$ cat src/hdl/dpt_pkg.sv
// ----------------------------------------------------------------------------
// dpt_pkg
// Shared types and constants for the device presence table.
// ----------------------------------------------------------------------------
package dpt_pkg;

    localparam int DEPTH_DEF  = 16;
    localparam int LIST_LIMIT = 16;
    localparam logic [31:0] OFFLINE_RST = 32'd30000;

    localparam logic [2:0] REQ_ADD   = 3'd0;
    localparam logic [2:0] REQ_SEEN  = 3'd1;
    localparam logic [2:0] REQ_CHECK = 3'd2;
    localparam logic [2:0] REQ_FIND  = 3'd3;
    localparam logic [2:0] REQ_LIST  = 3'd4;

    localparam logic [1:0] ST_OK       = 2'd0;
    localparam logic [1:0] ST_NOTFOUND = 2'd1;
    localparam logic [1:0] ST_FULL     = 2'd2;
    localparam logic [1:0] ST_EMPTY    = 2'd3;

    // one memory word: id, address, last-seen time
    typedef struct packed {
        logic [31:0] id;
        logic [31:0] ip;
        logic [31:0] seen;
    } entry_t;

    localparam int ENTRY_W = $bits(entry_t);

endpackage

$ cat src/hdl/dpt_ram.sv
// ----------------------------------------------------------------------------
// dpt_ram
// Generic single-port-write, single-read RAM with registered read.
// ----------------------------------------------------------------------------
module dpt_ram #(
    parameter int WIDTH = 32,
    parameter int DEPTH = 16
) (
    input  logic                     aclk,
    input  logic                     we,
    input  logic [$clog2(DEPTH)-1:0] waddr,
    input  logic [WIDTH-1:0]         wdata,
    input  logic [$clog2(DEPTH)-1:0] raddr,
    output logic [WIDTH-1:0]         rdata
);

    logic [WIDTH-1:0] mem [DEPTH];

    // write and registered read
    always_ff @(posedge aclk) begin
        if (we) begin
            mem[waddr] <= wdata;
        end
        rdata <= mem[raddr];
    end

endmodule

$ cat src/hdl/device_presence_table_with_aging_unit.sv
// ----------------------------------------------------------------------------
// device_presence_table_with_aging_unit
// Device table keyed by id, with aging and a sorted listing.
// ----------------------------------------------------------------------------
//  channel | direction | contents
//  s_      | in        | req_type, device_id, ip_addr, now_ms, max_count
//  m_      | out       | status, slot, entry_id, entry_ip, entry_online,
//          |           | last_seen_ms, last
//  cfg_    | in        | offline_time_ms
//
// A request walks the table memory one slot a cycle (registered read):
// the scan, a write step and a result step serve add, note seen, check and find.
// A list walk collects up to 16 slots, then a gnome-style insertion sort over
// stored keys runs, then each listed word takes a memory read, then the send.
// Reset clears the used and online flags (flip-flops); no clearing pass.
// A result word waits in the output register while the receiver stalls.
module device_presence_table_with_aging_unit
    import dpt_pkg::*;
#(
    parameter int TABLE_DEPTH = DEPTH_DEF
) (
    input  logic        aclk,
    input  logic        aresetn,
    input  logic        s_valid,
    output logic        s_ready,
    input  logic [2:0]  s_req_type,
    input  logic [31:0] s_device_id,
    input  logic [31:0] s_ip_addr,
    input  logic [31:0] s_now_ms,
    input  logic [4:0]  s_max_count,
    output logic        m_valid,
    input  logic        m_ready,
    output logic [1:0]  m_status,
    output logic [3:0]  m_slot,
    output logic [31:0] m_entry_id,
    output logic [31:0] m_entry_ip,
    output logic        m_entry_online,
    output logic [31:0] m_last_seen_ms,
    output logic        m_last,
    input  logic        cfg_valid,
    output logic        cfg_ready,
    input  logic [31:0] cfg_data
);

    localparam int AW = $clog2(TABLE_DEPTH);
    localparam int LN = (TABLE_DEPTH < LIST_LIMIT) ? TABLE_DEPTH : LIST_LIMIT;
    localparam int LW = $clog2(LN + 1);
    localparam int IW = $clog2(LN);

    typedef enum logic [7:0] {
        S_IDLE = 8'b00000001,
        S_SCAN = 8'b00000010,
        S_WRT  = 8'b00000100,
        S_RESP = 8'b00001000,
        S_SORT = 8'b00010000,
        S_LRD  = 8'b00100000,
        S_LOUT = 8'b01000000,
        S_WAIT = 8'b10000000
    } state_t;

    state_t state_reg;
    logic [31:0] tmo_reg;
    logic [TABLE_DEPTH-1:0] used_reg, online_reg;
    logic [2:0]  req_reg;
    logic [31:0] id_reg, ip_reg, now_reg;
    logic [LW-1:0] maxc_reg;
    logic [AW:0] ptr_reg;          // read address issued
    logic        rv_reg;           // read data valid
    logic [AW-1:0] radr_reg;       // address of read data
    logic        hit_reg;
    logic [AW-1:0] hit_slot_reg;
    logic        free_reg;
    logic [AW-1:0] free_slot_reg;
    entry_t      ent_reg;
    // list keys
    logic [AW-1:0] lidx_reg [LN];
    logic [31:0]   lkey_reg [LN];
    logic [LW-1:0] n_reg, i_reg, j_reg, k_reg;
    // output register
    logic        ov_reg;
    logic [1:0]  ost_reg;
    logic [AW-1:0] oslot_reg;
    entry_t      oent_reg;
    logic        oon_reg, olast_reg;

    // memory port
    logic          mwe;
    logic [AW-1:0] mwaddr, mraddr;
    entry_t        mwdata, mrdata;

    // list positions, used only while below the list length
    wire [IW-1:0] i_ix = i_reg[IW-1:0];
    wire [IW-1:0] j_ix = j_reg[IW-1:0];
    wire [IW-1:0] k_ix = k_reg[IW-1:0];
    wire [IW-1:0] n_ix = n_reg[IW-1:0];

    dpt_ram #(.WIDTH(ENTRY_W), .DEPTH(TABLE_DEPTH)) u_ram (
        .aclk(aclk), .we(mwe), .waddr(mwaddr), .wdata(mwdata),
        .raddr(mraddr), .rdata(mrdata)
    );

    assign s_ready   = (state_reg == S_IDLE) && !ov_reg;
    assign cfg_ready = 1'b1;
    wire ofree = !ov_reg || m_ready;
    wire o_load = ofree && (state_reg == S_RESP || state_reg == S_WAIT ||
                            state_reg == S_LOUT);

    assign m_valid        = ov_reg;
    assign m_status       = ost_reg;
    assign m_slot         = 4'(oslot_reg);
    assign m_entry_id     = oent_reg.id;
    assign m_entry_ip     = oent_reg.ip;
    assign m_entry_online = oon_reg;
    assign m_last_seen_ms = oent_reg.seen;
    assign m_last         = olast_reg;

    // sort step: key at i versus key at j
    logic [AW-1:0] ki_idx, kj_idx;
    logic          bef;
    always_comb begin
        ki_idx = lidx_reg[i_ix];
        kj_idx = lidx_reg[j_ix];
        if (online_reg[ki_idx] != online_reg[kj_idx]) begin
            bef = online_reg[ki_idx];
        end else begin
            bef = lkey_reg[i_ix] > lkey_reg[j_ix];
        end
    end

    wire scan_done = (ptr_reg == (AW+1)'(TABLE_DEPTH));
    wire [31:0] age = now_reg - mrdata.seen;
    wire is_found = rv_reg && used_reg[radr_reg] && (mrdata.id == id_reg);

    // memory addressing
    always_comb begin
        mraddr = ptr_reg[AW-1:0];
        if (state_reg == S_LRD || state_reg == S_LOUT) begin
            mraddr = lidx_reg[k_ix];
        end
        mwe    = 1'b0;
        mwaddr = hit_reg ? hit_slot_reg : free_slot_reg;
        mwdata = '{id: id_reg, ip: '0, seen: '0};
        if (req_reg == REQ_SEEN) begin
            mwdata = '{id: id_reg, ip: ip_reg, seen: now_reg};
        end
        if (state_reg == S_WRT && (hit_reg || free_reg) &&
            (req_reg == REQ_SEEN || !hit_reg)) begin
            mwe = 1'b1;
        end
    end

    always_ff @(posedge aclk) begin
        if (!aresetn) begin
            state_reg  <= S_IDLE;
            tmo_reg    <= OFFLINE_RST;
            used_reg   <= '0;
            online_reg <= '0;
            ov_reg     <= 1'b0;
            rv_reg     <= 1'b0;
        end else begin
            if (cfg_valid) begin
                tmo_reg <= cfg_data;
            end
            // hold the result word until taken
            if (o_load) begin
                ov_reg <= 1'b1;
            end else if (m_ready) begin
                ov_reg <= 1'b0;
            end
            rv_reg   <= (state_reg == S_SCAN) && !scan_done;
            radr_reg <= ptr_reg[AW-1:0];
            case (state_reg)
                // take a request word
                S_IDLE: begin
                    if (s_valid && s_ready) begin
                        req_reg  <= s_req_type;
                        id_reg   <= s_device_id;
                        ip_reg   <= s_ip_addr;
                        now_reg  <= s_now_ms;
                        maxc_reg <= (s_max_count > 5'(LN)) ? LW'(LN)
                                                           : LW'(s_max_count);
                        ptr_reg  <= '0;
                        hit_reg  <= 1'b0;
                        free_reg <= 1'b0;
                        n_reg    <= '0;
                        if (s_req_type <= REQ_LIST) begin
                            state_reg <= S_SCAN;
                        end
                    end
                end
                // walk all slots, one read a cycle
                S_SCAN: begin
                    if (!scan_done) begin
                        ptr_reg <= ptr_reg + 1'b1;
                    end
                    if (is_found && !hit_reg) begin
                        hit_reg      <= 1'b1;
                        hit_slot_reg <= radr_reg;
                        ent_reg      <= mrdata;
                    end
                    if (rv_reg && !used_reg[radr_reg] && !free_reg) begin
                        free_reg      <= 1'b1;
                        free_slot_reg <= radr_reg;
                    end
                    if (rv_reg && req_reg == REQ_CHECK && used_reg[radr_reg] &&
                        online_reg[radr_reg] && age > tmo_reg) begin
                        online_reg[radr_reg] <= 1'b0;
                    end
                    if (rv_reg && req_reg == REQ_LIST && used_reg[radr_reg] &&
                        n_reg < maxc_reg) begin
                        lidx_reg[n_ix] <= radr_reg;
                        lkey_reg[n_ix] <= mrdata.seen;
                        n_reg <= n_reg + 1'b1;
                    end
                    if (scan_done && !rv_reg) begin
                        if (req_reg == REQ_LIST) begin
                            i_reg     <= LW'(1);
                            j_reg     <= '0;
                            state_reg <= S_SORT;
                        end else begin
                            state_reg <= S_WRT;
                        end
                    end
                end
                // update entry and flags
                S_WRT: begin
                    if (req_reg == REQ_ADD || req_reg == REQ_SEEN) begin
                        if (!hit_reg && free_reg) begin
                            used_reg[free_slot_reg]   <= 1'b1;
                            online_reg[free_slot_reg] <= (req_reg == REQ_SEEN);
                            hit_slot_reg <= free_slot_reg;
                            ent_reg      <= mwdata;
                            hit_reg      <= 1'b1;
                        end else if (hit_reg && req_reg == REQ_SEEN) begin
                            online_reg[hit_slot_reg] <= 1'b1;
                            ent_reg <= mwdata;
                        end
                    end
                    state_reg <= S_RESP;
                end
                // send the single result word
                S_RESP: begin
                    if (ofree) begin
                        olast_reg <= 1'b1;
                        if (hit_reg && req_reg != REQ_CHECK) begin
                            ost_reg   <= ST_OK;
                            oslot_reg <= hit_slot_reg;
                            oent_reg  <= ent_reg;
                            oon_reg   <= online_reg[hit_slot_reg];
                        end else begin
                            oslot_reg <= '0;
                            oent_reg  <= '0;
                            oon_reg   <= 1'b0;
                            if (req_reg == REQ_FIND) begin
                                ost_reg <= ST_NOTFOUND;
                            end else if (req_reg == REQ_CHECK) begin
                                ost_reg <= ST_OK;
                            end else begin
                                ost_reg <= ST_FULL;
                            end
                        end
                        state_reg <= S_IDLE;
                    end
                end
                // insertion sort: swap i down while it goes before j
                S_SORT: begin
                    if (i_reg >= n_reg) begin
                        k_reg     <= '0;
                        state_reg <= (n_reg == '0) ? S_WAIT : S_LRD;
                    end else if (bef) begin
                        lidx_reg[i_ix] <= lidx_reg[j_ix];
                        lidx_reg[j_ix] <= lidx_reg[i_ix];
                        lkey_reg[i_ix] <= lkey_reg[j_ix];
                        lkey_reg[j_ix] <= lkey_reg[i_ix];
                        if (j_reg == '0) begin
                            i_reg <= i_reg + 1'b1;
                            j_reg <= i_reg;
                        end else begin
                            i_reg <= j_reg;
                            j_reg <= j_reg - 1'b1;
                        end
                    end else begin
                        // advance to the next pair
                        i_reg <= i_reg + 1'b1;
                        j_reg <= i_reg;
                    end
                end
                // list empty result
                S_WAIT: begin
                    if (ofree) begin
                        olast_reg <= 1'b1;
                        ost_reg   <= ST_EMPTY;
                        oslot_reg <= '0;
                        oent_reg  <= '0;
                        oon_reg   <= 1'b0;
                        state_reg <= S_IDLE;
                    end
                end
                // read a listed entry
                S_LRD: begin
                    state_reg <= S_LOUT;
                end
                // send a listed entry
                S_LOUT: begin
                    if (ofree) begin
                        ost_reg   <= ST_OK;
                        oslot_reg <= lidx_reg[k_ix];
                        oent_reg  <= mrdata;
                        oon_reg   <= online_reg[lidx_reg[k_ix]];
                        olast_reg <= (k_reg + 1'b1 == n_reg);
                        k_reg     <= k_reg + 1'b1;
                        state_reg <= (k_reg + 1'b1 == n_reg) ? S_IDLE : S_LRD;
                    end
                end
                default: state_reg <= S_IDLE;
            endcase
        end
    end

endmodule

$ cat config.mk
export PLATFORM = sky130hd
export DESIGN_NAME = device_presence_table_with_aging_unit
export DESIGN_NICKNAME = d
export VERILOG_FILES = /design/src/hdl/dpt_pkg.sv /design/src/hdl/dpt_ram.sv /design/src/hdl/device_presence_table_with_aging_unit.sv
export SDC_FILE = /design/constraint.sdc
export NUM_CORES = 2
export LEC_CHECK = 0
export BUFFER_PORTS_ARGS = -buffer_cell sky130_fd_sc_hd__buf_2
export CORE_MARGIN = 2
export CORE_UTILIZATION = 55
export DETAILED_ROUTE_END_ITERATION = 12
export GPL_ROUTABILITY_DRIVEN = 0
export PLACE_DENSITY_LB_ADDON = 0.15
export SYNTH_ARGS = -nofsm -noshare
export SYNTH_HDL_FRONTEND = slang
export SYNTH_SLANG_ARGS = --single-unit
$ cat constraint.sdc
create_clock -name aclk -period 20.1 [get_ports aclk]
set_input_delay 3.015 -clock aclk [delete_from_list [all_inputs] [get_ports aclk]]
set_output_delay 3.015 -clock aclk [all_outputs]
set_load 0.005 [all_outputs]
==> summary.txt <==
Final layout
  – Final Cell Area: 0.132 sq mm
  – Nets: 8618
  – Synth-to-layout area growth: 10.5%
  – Filler instances: around 16000
  – Fraction of layout cells with a size suffix above 1: 0.152
  – Number of flip-flops in the largest register: about 1500
  – Fin cells: approximately 11000

Critical path
  – CP peak stage delay: 0.91 ns
  – Delay-heaviest family, CP: compound AO/OA/AOI/OAI gates
  – Crit path DAT: 10.19 ns
  – FF-to-FF End: lkey_reg[15][23]$_DFFE_PP_
  – Crit-path slowest cell: dfxtp_4
  – Crit-path most repeated cell: buf_4
  – Worst reg2reg path depth: 18
  – Crit-path cells: buf_4 -> mux4_2 -> mux2_2 -> o21ai_1 -> inv_1 -> ha_1 -> or3_1 -> a221oi_1 -> a22oi_1 -> a2111o_1 -> a211oi_1 -> a41o_1 -> o21ai_1 -> nand3_4 -> buf_4 -> mux2i_1 -> a32o_2 -> buf_4
  – WP buf/inv: 4
  – Critical Path RT: about 21 ns
  – Worst-path fanout max: 61
  – Critical Path Source Type: flip-flop
  – CP endpoint: lkey_reg[15][23]$_DFFE_PP_
  – Worst setup EP type: flip-flop
  – FF-to-FF setup slack: around 10 ns
  – Crit. path cell count: 18
  – Setup Crit Path Kind: flip-flop to flip-flop

Worst hold path
  – Hold Crit Start: used_reg[14]$_SDFFE_PN0P_
  – Min-Delay Path Class: flip-flop to flip-flop

Place
  – Port bufs: about 250
  – Placed cell area: around 0.12 sq mm
  – DP Cell Count: around 11000
  – Post-DP HPWL: between 150000 and 200000 microns

Synthesis
  – Yosys top cell area share: 0.619
  – Top_reg_cell synth: edfxtp_1
  – Number of flops mapped to enable cells by yosys: roughly 2500
  – Cell area after synthesis: about 0.12 sq mm
  – Sequential share of the synthesized area: 0.649
  – Seq cells post-synth: around 2600
  – Synth warnings: 0
  – Synth area leaders: edfxtp_1 62%, mux4_2 6.8%, mux2i_1 5.6%, nand2_1 3.3%, a211oi_1 3.1%
  – Synth cell count leaders: 2455 x edfxtp_1, 1057 x nand2_1, 662 x mux2i_1, 494 x clkbuf_1, 488 x a211oi_1
  – Most numerous cell in the Yosys netlist: edfxtp_1
  – Post-synthesis average cell area: around 14 sq um
  – Leading area contributor after synthesis: edfxtp_1
  – Syn Inst Count: roughly 8400
  – Cell variety after synth: between 80 and 90
  – Syn_nets: about 8600
  – Asr flop ratio synth: 0

Die
  – Core area: roughly 0.22 sq mm
  – Site Rows: 170
  – Die W: 469 microns
  – Die Y: 469 microns
  – Num ports: ~250
  – Initial core utilization: 0.554
  – Full die area: 0.220 sq mm

Route
  – Vias after detailed routing: 74900
  – Met3 WL post-DR: between 20000 and 30000 microns
  – Metal2 WL: approximately 160000 microns
  – Final ANT Viol Nets: 0
  – DRC: 0
  – WL met1: 133000 microns
  – Vias/cell: ~6.6
  – Violation count after the first detailed-routing iteration: about 8800
  – DR top layer: met5
  – WL final: approximately 330000 microns
  – Routed WL per cell: between 20 and 30 microns
  – First-pass DRT Iterations: 6

Status
  – Status: complete, no violations

Clocking
  – Clk_lat worst skew: around 0.95 ns
  – Clock-pin slew on the worst setup and hold paths: 0.06 ns
  – Post-CTS Resized: 0
  – Clock root buffer: clkbuf_16
  – Cts hold-fix bufs: 0
  – # H-tree levels: 5
  – Clk sinks: ~2600
  – TritonCTS Buffers: a little under 300
  – Post-CTS Setup Inserts: 0
  – Worst-case clock buffer depth: 4
  – CTS tree: done

Global routing
  – Total GRT Usage: 0.297
  – Initial antenna violation count: 14
  – Vias in the first global route: about 73000
  – Largest net degree at the start of global routing: just over 200
  – Overflow after GRT: 0
  – First-pass GRT wire length: ~490000 microns

Timing
  – Final setup fails: 0
  – Period minus WS final: just under 10 ns
  – TNS Setup: 0 ns
  – Headroom to the max-slew limit: 0.0693
  – Worst-margin pin slew: around 1.4 ns
  – Highest clock rate: about 100 MHz
  – Slew Limit Fails: 0
  – Hold Fails Final Rpt: 0
  – RSZ-0062 raised after global routing: false
  – Clock skew: between 0.08 and 0.09 ns
  – Final Cycle Share: 0.481

Power and ir drop
  – Total power: 11800 uW
  – VDD IR-drop max: between 0.00007 and 0.00008 V
  – Static Leak: 0.0457 uW
  – P per Cell Area: approximately 90 mW/mm^2

Job
  – Maxcap violations: 0
[final cells by class]
cell class	instances	area [sq um]	share of cell area
antenna	7	17.5	0.000133
sequential	2637	77400	0.588
clock buffer	408	8150	0.0619
multi-input combinational	4869	38700	0.294
inverter	172	646	0.00490
timing repair buffer	389	2580	0.0196
clock inverter	103	699	0.00531
tap	2838	3550	0.0270
[cells by family (layout without fill, tap and decap cells)]
logic type / count (synthesis) / count (layout) / synth area share
other: 1 / 8 / 0.0000315
muxes: 1100 / 1100 / 0.131
DFF: 2637 / 2637 / 0.649
adders and majority gates: 116 / 116 / 0.0122
buffers and inverters: 853 / 1072 / 0.0296
and+or+nand+nor: 1927 / 1927 / 0.0764
AOI/OAI and AO/OA: 1648 / 1648 / 0.0956
xor gates and xnor gates: 77 / 77 / 0.00566
[worst min path at each step]
stage | endpoint | slack (ns) | depth (start not counted)
detailed placement | used_reg[14]$_SDFFE_PN0P_ | 0.47 | 2
global placement | used_reg[0]$_SDFFE_PN0P_ | 0.47 | 2
global route | used_reg[8]$_SDFFE_PN0P_ | 0.51 | 2
finish | used_reg[14]$_SDFFE_PN0P_ | 0.49 | 2
CTS | used_reg[14]$_SDFFE_PN0P_ | 0.49 | 2
floorplan | free_slot_reg[0]$_DFFE_PP_ | 0.42 | 0
[placed cells by master (no fill, tap or decap), types with 37 or more instances in the layout]
cell       synthesis  final
a211oi_1         488    488
a21oi_1          331    330
a22o_1            76     72
a311oi_1         199    199
a31oi_1          209    209
and2_1           388    386
and3_1            76     76
buf_2             94    245
buf_4              8    122
clkbuf_1         494     82
clkbuf_16          0    298
clkinv_1           1     44
clkinv_2           0     37
dfxtp_1          182    174
edfxtp_1        2455   2455
ha_1             115    115
inv_1            171    171
mux2_2            78     77
mux2i_1          662    654
mux4_2           360    360
nand2_1         1057   1056
nor2_1           104     87
nor2b_1           78     78
nor3_1            61     61
o21ai_0          130    130
xor2_1            42     42
[through the flow]
stage                      util  setup WS (ns)  hold WS, ns
after global routing      0.612          10.14        0.515
final                     0.612          10.43        0.490
after CTS                 0.612          10.49        0.490
after detailed placement  0.571          10.49        0.474
after global placement    0.571          10.61        0.471
after floorplan               -          11.25        0.424
[worst register-to-register path: cells and delay by family (launching register included)]
| kind | cells | cell delay, ns |
|---|---|---|
| compound gates | 8 | 2.98 |
| buf+inv | 4 | 2.61 |
| fa+ha+maj | 1 | 0.26 |
| mux | 3 | 1.52 |
| flops | 1 | 0.91 |
| simple gates | 2 | 0.99 |
[where the power goes]
group          total (uW)  switching, uW  internal (uW)  leakage [uW]
Clock                5020           2110           2910       0.00434
Sequential           6110           67.5           6040        0.0231
Combinational         670            435            234        0.0182
Total               11800           2610           9190        0.0457
[layer usage]
| metal | track usage | up-vias |
|---|---|---|
| li1 | - | 32400 |
| met1 | 0.408 | 38000 |
| met2 | 0.477 | 3658 |
| met3 | 0.0452 | 787 |
| met4 | 0.127 | 4 |
| met5 | 0 | - |
Note: power is estimated with default switching activity, not from simulation.
